--- config.mk ---
export PLATFORM = sky130hd
export DESIGN_NAME = tbd_div
export DESIGN_NICKNAME = d
export VERILOG_FILES = /design/src/rtl/tbd_pkg.sv /design/src/rtl/tbd_div.sv
export SDC_FILE = /design/constraint.sdc
export NUM_CORES = 1
export LEC_CHECK = 0
export ABC_AREA = 0
export BUFFER_PORTS_ARGS = -buffer_cell sky130_fd_sc_hd__buf_2
export CAP_MARGIN = 20
export CORE_UTILIZATION = 56
export CTS_CLUSTER_DIAMETER = 150
export DETAILED_ROUTE_END_ITERATION = 7
export PLACE_DENSITY = 0.82
export SETUP_SLACK_MARGIN = 0.02
export SKIP_CTS_REPAIR_TIMING = 1
export SYNTH_ARGS = -nofsm -noshare
export SYNTH_HDL_FRONTEND = slang
export SYNTH_SLANG_ARGS = --single-unit
export TNS_END_PERCENT = 50
--- constraint.sdc ---
create_clock -name clk -period 7.4 [get_ports clk]
set_input_delay 1.48 -clock clk [delete_from_list [all_inputs] [get_ports clk]]
set_output_delay 1.48 -clock clk [all_outputs]
set_load 0.005 [all_outputs]
--- src/rtl/tbd_pkg.sv ---
`timescale 1ns / 1ps
// Shared types, register codes and constants for the tile box downsampler.
// No dependencies; used by tbd_accum, tbd_div and tile_box_downsampler.
package tbd_pkg;

  // Parameter defaults
  localparam int MaxTileDef     = 512;
  localparam int MaxChannelsDef = 4;
  localparam int SampleBitsDef  = 32;

  // Fixed field and register widths
  localparam int FieldBits     = 32;
  localparam int CfgIndexBits  = 2;
  localparam int CfgDataBits   = 10;
  localparam int FactorBits    = 4;
  localparam int SppBits       = 3;
  localparam int TileWidthBits = 10;
  localparam int FactorMax     = 8;
  localparam int ExtraSumBits  = 6;   // up to 64 samples in one block sum
  localparam int DivRadixBits  = 4;   // quotient bits per divider cycle

  // Register reset values
  localparam logic [FactorBits-1:0]    FactorReset    = 4'd2;
  localparam logic                     AvgModeReset   = 1'b1;
  localparam logic [SppBits-1:0]       SppReset       = 3'd3;
  localparam logic [TileWidthBits-1:0] TileWidthReset = 10'd512;

  typedef enum logic [CfgIndexBits-1:0] {
    CFG_FACTOR     = 2'd0,
    CFG_AVG_MODE   = 2'd1,
    CFG_SPP        = 2'd2,
    CFG_TILE_WIDTH = 2'd3
  } cfg_reg_t;

  typedef struct packed {
    logic [FieldBits-1:0] sample;
    logic                 tile_start;
  } item_t;

  typedef struct packed {
    logic [FieldBits-1:0] value;
    logic [1:0]           channel;
    logic                 tile_done;
  } result_t;

  // Per-sample control from the position sequencer to the accumulator
  typedef struct packed {
    logic en;         // sample lies inside a whole block
    logic col_start;  // first column of its block
    logic col_end;    // last column of its block
    logic row_start;  // first row of its block
    logic row_end;    // last row of its block
    logic tile_done;  // last result of the reduced tile
  } acc_ctl_t;

  typedef struct packed {
    logic [1:0] channel;
    logic       tile_done;
  } div_tag_t;

  typedef struct packed {
    logic idle;
    logic running;
  } div_status_t;

  function automatic logic [6:0] factor_sq(input logic [FactorBits-1:0] f);
    logic [6:0] f7;
    f7 = {3'b000, f};
    return 7'(f7 * f7);
  endfunction

endpackage

--- src/rtl/tbd_div.sv ---
`timescale 1ns / 1ps
// Iterative divide of a block sum by factor squared, DivRadixBits quotient
// bits a cycle (skipped in bypass), with the result output register. Depends on tbd_pkg.
module tbd_div import tbd_pkg::*; #(
  parameter int SAMPLE_BITS = SampleBitsDef,
  localparam int SUM_BITS   = SAMPLE_BITS + ExtraSumBits
) (
  input  logic                  clk,
  input  logic                  rst,
  input  logic                  req_valid,
  input  logic [SUM_BITS-1:0]   req_sum,
  input  div_tag_t              req_tag,
  input  logic [FactorBits-1:0] factor,
  input  logic                  bypass,
  output div_status_t           status,
  output logic                  result_valid,
  input  logic                  result_stall,
  output result_t               result
);

  localparam int STEPS = (SUM_BITS + DivRadixBits - 1) / DivRadixBits;
  localparam int DW    = STEPS * DivRadixBits;
  localparam int CW    = (STEPS > 1) ? $clog2(STEPS) : 1;

  typedef enum logic [1:0] {
    IDLE,
    RUN,
    DONE
  } state_t;

  state_t         state;
  logic [DW-1:0]  work;
  logic [5:0]     rem;
  logic [6:0]     divisor;
  logic [CW-1:0]  cnt;
  div_tag_t       tag;
  logic [DW-1:0]  work_next;
  logic [5:0]     rem_next;

  // Restoring division, remainder stays below divisor (at most 64)
  always_comb begin
    logic [6:0] t7;
    work_next = work;
    rem_next  = rem;
    for (int i = 0; i < DivRadixBits; i++) begin
      t7        = {rem_next, work_next[DW-1]};
      work_next = {work_next[DW-2:0], 1'b0};
      if (t7 >= divisor) begin
        t7           = t7 - divisor;
        work_next[0] = 1'b1;
      end
      rem_next = t7[5:0];
    end
  end

  always_ff @(posedge clk) begin
    if (rst) begin
      state <= IDLE;
      cnt   <= '0;
    end else begin
      unique case (state)
        IDLE: begin
          if (req_valid) begin
            work    <= DW'(req_sum);
            rem     <= '0;
            divisor <= factor_sq(factor);
            tag     <= req_tag;
            cnt     <= CW'(STEPS - 1);
            state   <= bypass ? DONE : RUN;
          end
        end
        RUN: begin
          work <= work_next;
          rem  <= rem_next;
          cnt  <= cnt - CW'(1);
          if (cnt == '0) begin
            state <= DONE;
          end
        end
        DONE: begin
          if (!result_stall) begin
            state <= IDLE;
          end
        end
        default: state <= IDLE;
      endcase
    end
  end

  assign status.idle      = (state == IDLE);
  assign status.running   = (state == RUN);
  assign result_valid     = (state == DONE);
  assign result.value     = FieldBits'(work[SAMPLE_BITS-1:0]);
  assign result.channel   = tag.channel;
  assign result.tile_done = tag.tile_done;

endmodule

==> results.md <==
Status:
- The flow ran to the end, and the final reports show no timing, DRC or antenna violations.

Place:
- The half-perimeter wire length after placement is 6.94 mm.
- The routability congestion estimate is 0.982.
- The count of input and output buffers is 87.

Critical path:
- The standard cell with the maximum stage delay on the critical path is edfxtp_1.
- The largest driver fanout on the critical path is 11.
- The worst setup path is of the register to register kind.
- For flop-to-flop paths, the worst setup slack is 500 ps.
- The largest incremental delay on the critical path is 480 ps.
- STA puts the critical path data arrival time at 6970 ps.
- The required arrival time at the worst endpoint is 7470 ps.
- The kind of launch point of the worst setup path is a register.
- The worst setup path is captured at a register.

Drt:
- The total iterations of the first detailed-routing run is 4.
- The post-detailed-routing wire length is 9.32 mm.
- The initial detailed-routing violation count is 203.
- In the routed design, unresolved DRC markers number 0.
- The detail-routed net length per standard cell is 14.7 µm.
- The final antenna-violating net count is 0.
- The via count is 3418.
- Dividing the detail-routed via count by the number of cells gives 5.37.

Clocking:
- The cell sitting at the root of the clock tree is a clkbuf_8.
- The TritonCTS clock tree is done.
- Buffers inserted during clock tree synthesis total 9.
- The total number of H-tree levels is 3.
- The maximum count of clock buffers along a single path is 2.
- The number of clock sinks is 61.
- The clock transition time at the flip-flop clock pins of the worst setup and hold paths is 70 ps.
- The clock reaches the later pin of the worst-skew pair after 330 ps.

Timing:
- For the pin with the worst max-slew slack, the measured transition is 722 ps.
- For this run, the top clock speed supported by timing is 145 MHz.
- The clock skew after layout is 15.3 ps.
- The remaining max-slew budget at the tightest pin is 0.518.
- In the finished design, the share of the clock period the worst path needs comes to 0.933.
- Setup violations remaining at the end of the flow were counted as 0.
- Setup repair after global routing left no endpoint under its margin.
- The final count of hold timing violations is 0.
- Subtracting the final worst setup slack from the clock period gives 6900 ps.
- Setup total negative slack on the finished layout was measured at 0 ps.
- The count of pins over their slew limit was 0.

Synthesis:
- After synthesis, the most frequently instantiated cells are nand2_1, edfxtp_1, ha_1.
- The sequential-to-total area share from yosys stat is 0.407.
- Among all flip-flop cells after synthesis, the most frequent one is edfxtp_1.
- The library cell occupying the most area in the post-synthesis netlist is edfxtp_1.
- By area the synthesized netlist is led by edfxtp_1, nand2_1, ha_1, buf_4, dfxtp_1.
- Counting distinct cell types in the post-synthesis netlist gives 55.
- Summing every instance area after synthesis gives 4360 µm².
- Synthesis inferred 61 register bits.
- After technology mapping, the gate count stands at 475.
- The most repeated cell in the gate-level netlist after synthesis is nand2_1.
- Counting flops with a built-in enable in the synthesized netlist gives 55.
- The mean cell area of the mapped netlist is 9.17 µm².
- Of the post-synthesis cell area, the dominant cell type holds 0.379.
- The share of synthesized flip-flops with an asynchronous set or reset is 0.
- The number of warnings issued by yosys is 0.
- The number of nets produced by synthesis is 562.

Flow run:
- The number of max-cap violations is 0.

Final layout:
- The layout overhead on the synthesized area is 11.1%.
- Once layout is complete, the utilization of the core stands at 0.657.
- The share of final-layout standard cells stronger than drive strength 1 is 0.238.
- At the end of the flow, the number of nets in the layout was 619.
- The number of antenna diodes in the final layout is 0.

GRT:
- Entering global routing, the biggest net connects 47 pins.
- The layer with the highest usage is met2.
- For this run the aggregate overflow at the end of global routing stands at 0.
- The overall routing resource usage is 0.240.
- The global-route wire length before repair is 15.6 mm.
- The initial antenna violation count is 0.
- The via count of the first global-routing pass was 3341.
- In the global route stage, met1 resource usage came out at 0.301.
- The global-route met2 utilization is 0.417.
- For this run, global-route usage on met3 was measured as 0.0448.

Die:
- After floorplanning, the core was sized to cover 7370 µm².
- For this configuration, the core starts out at a cell density of 0.591.
- In this run the vertical extent of the chip is 90.2 µm.
- For this design the top-level I/O count stands at 88.
- The row count is 31.
- The die area is 8140 µm².
- The die boundary width is 90.2 µm.

Power and ir drop:
- The reported leakage power is 0.00224 µW.
- Across the VDD grid, the largest voltage drop is 0.188 mV.
- Dividing total power by cell area gives a power density of 316 nW/µm².
- Power comes to 1530 µW.

Min path:
- The type of the most critical hold path is register to register.
## worst max-delay path: cells and delay by family (launching register included)
family / cells / cell delay, ps
multiplexers: 1 / 340
AO/OA/AOI/OAI: 13 / 2840
AND/OR/NAND/NOR: 10 / 1530
adder cells (fa/ha/maj): 4 / 1460
flip-flops: 1 / 480
## flip-flops by register name, summed over array words and instances (netlist names)
| signal | cells |
|---|---|
| cnt | 4 |
| divisor | 6 |
| rem | 6 |
| work | 40 |
| state | 2 |
| result | 3 |
## metrics by stage
stage | std cells | cell area (µm²) | hold slack, ps | worst slack [ps]
6_report | 636 | 4840 | 511 | 498
3_5_place_dp | 617 | 4650 | 499 | 211
3_3_place_gp | 617 | 4650 | 491 | 500
2_1_floorplan | 475 | 4360 | 461 | 1160
5_1_grt | 636 | 4840 | 537 | 65.6
4_1_cts | 633 | 4810 | 514 | 199
## area by class of cell
cell class | count | area, µm²
Clock inverter | 5 | 27.5
Inverter | 25 | 93.8
Timing Repair Buffer | 93 | 480
Sequential cell | 61 | 1770
Multi-Input combinational cell | 342 | 2210
Tap cell | 99 | 124
Clock buffer | 11 | 131
Fill cell | 621 | 2530
## power by group
group	switching (µW)	total [µW]	leakage, µW	internal [µW]
Clock	129	248	0.0000829	119
Combinational	493	854	0.00159	361
Sequential	15.3	427	0.000569	412
Total	637	1530	0.00224	893
## metal layers
metal / vias to the layer above / share of wire
li1: 1713 / -
met1: 1621 / 0.45
met2: 78 / 0.50
met3: 6 / 0.034
met4: 0 / 0.0093
met5: - / 0
## cell families after synthesis
| logic type | Yosys count | synth area share |
|---|---|---|
| fa+ha+maj | 37 | 0.108 |
| xor+xnor | 15 | 0.0301 |
| mux | 8 | 0.0198 |
| flops | 61 | 0.407 |
| buf+inv | 72 | 0.0913 |
| simple gates | 203 | 0.208 |
| compound gates | 79 | 0.136 |
## path summary, 6_finish.rpt
check	startpoint	endpoint	cells past startpoint
setup / recovery	divisor[0]$_DFFE_PP_	rem[5]$_SDFFCE_PN0P_	28
hold / removal	cnt[0]$_SDFFE_PP0P_	cnt[0]$_SDFFE_PP0P_	1
setup reg to reg	divisor[0]$_DFFE_PP_	rem[5]$_SDFFCE_PN0P_	28
hold reg to reg	cnt[0]$_SDFFE_PP0P_	cnt[0]$_SDFFE_PP0P_	1
## cell usage in the layout, fill, tap and decap left out, drive strengths merged, types with 2 or more instances in the layout
| cell | instances |
|---|---|
| a31oi | 6 |
| a211oi | 4 |
| clkbuf | 12 |
| mux2 | 5 |
| inv | 25 |
| nor2b | 7 |
| buf | 92 |
| mux2i | 3 |
| nor3 | 6 |
| edfxtp | 55 |
| o21a | 2 |
| nand2b | 4 |
| and3 | 2 |
| nand4 | 3 |
| o21ai | 15 |
| dfxtp | 6 |
| a21o | 12 |
| o21bai | 3 |
| ha | 36 |
| nand3b | 4 |
| a22oi | 2 |
| and2 | 10 |
| or2 | 3 |
| clkinv | 4 |
| nand2 | 121 |
| xor2 | 5 |
| nand3 | 4 |
| a21oi | 25 |
| nor4b | 3 |
| xnor2 | 10 |
| nor2 | 32 |
No activity file was read; power rests on OpenSTA's default activity.
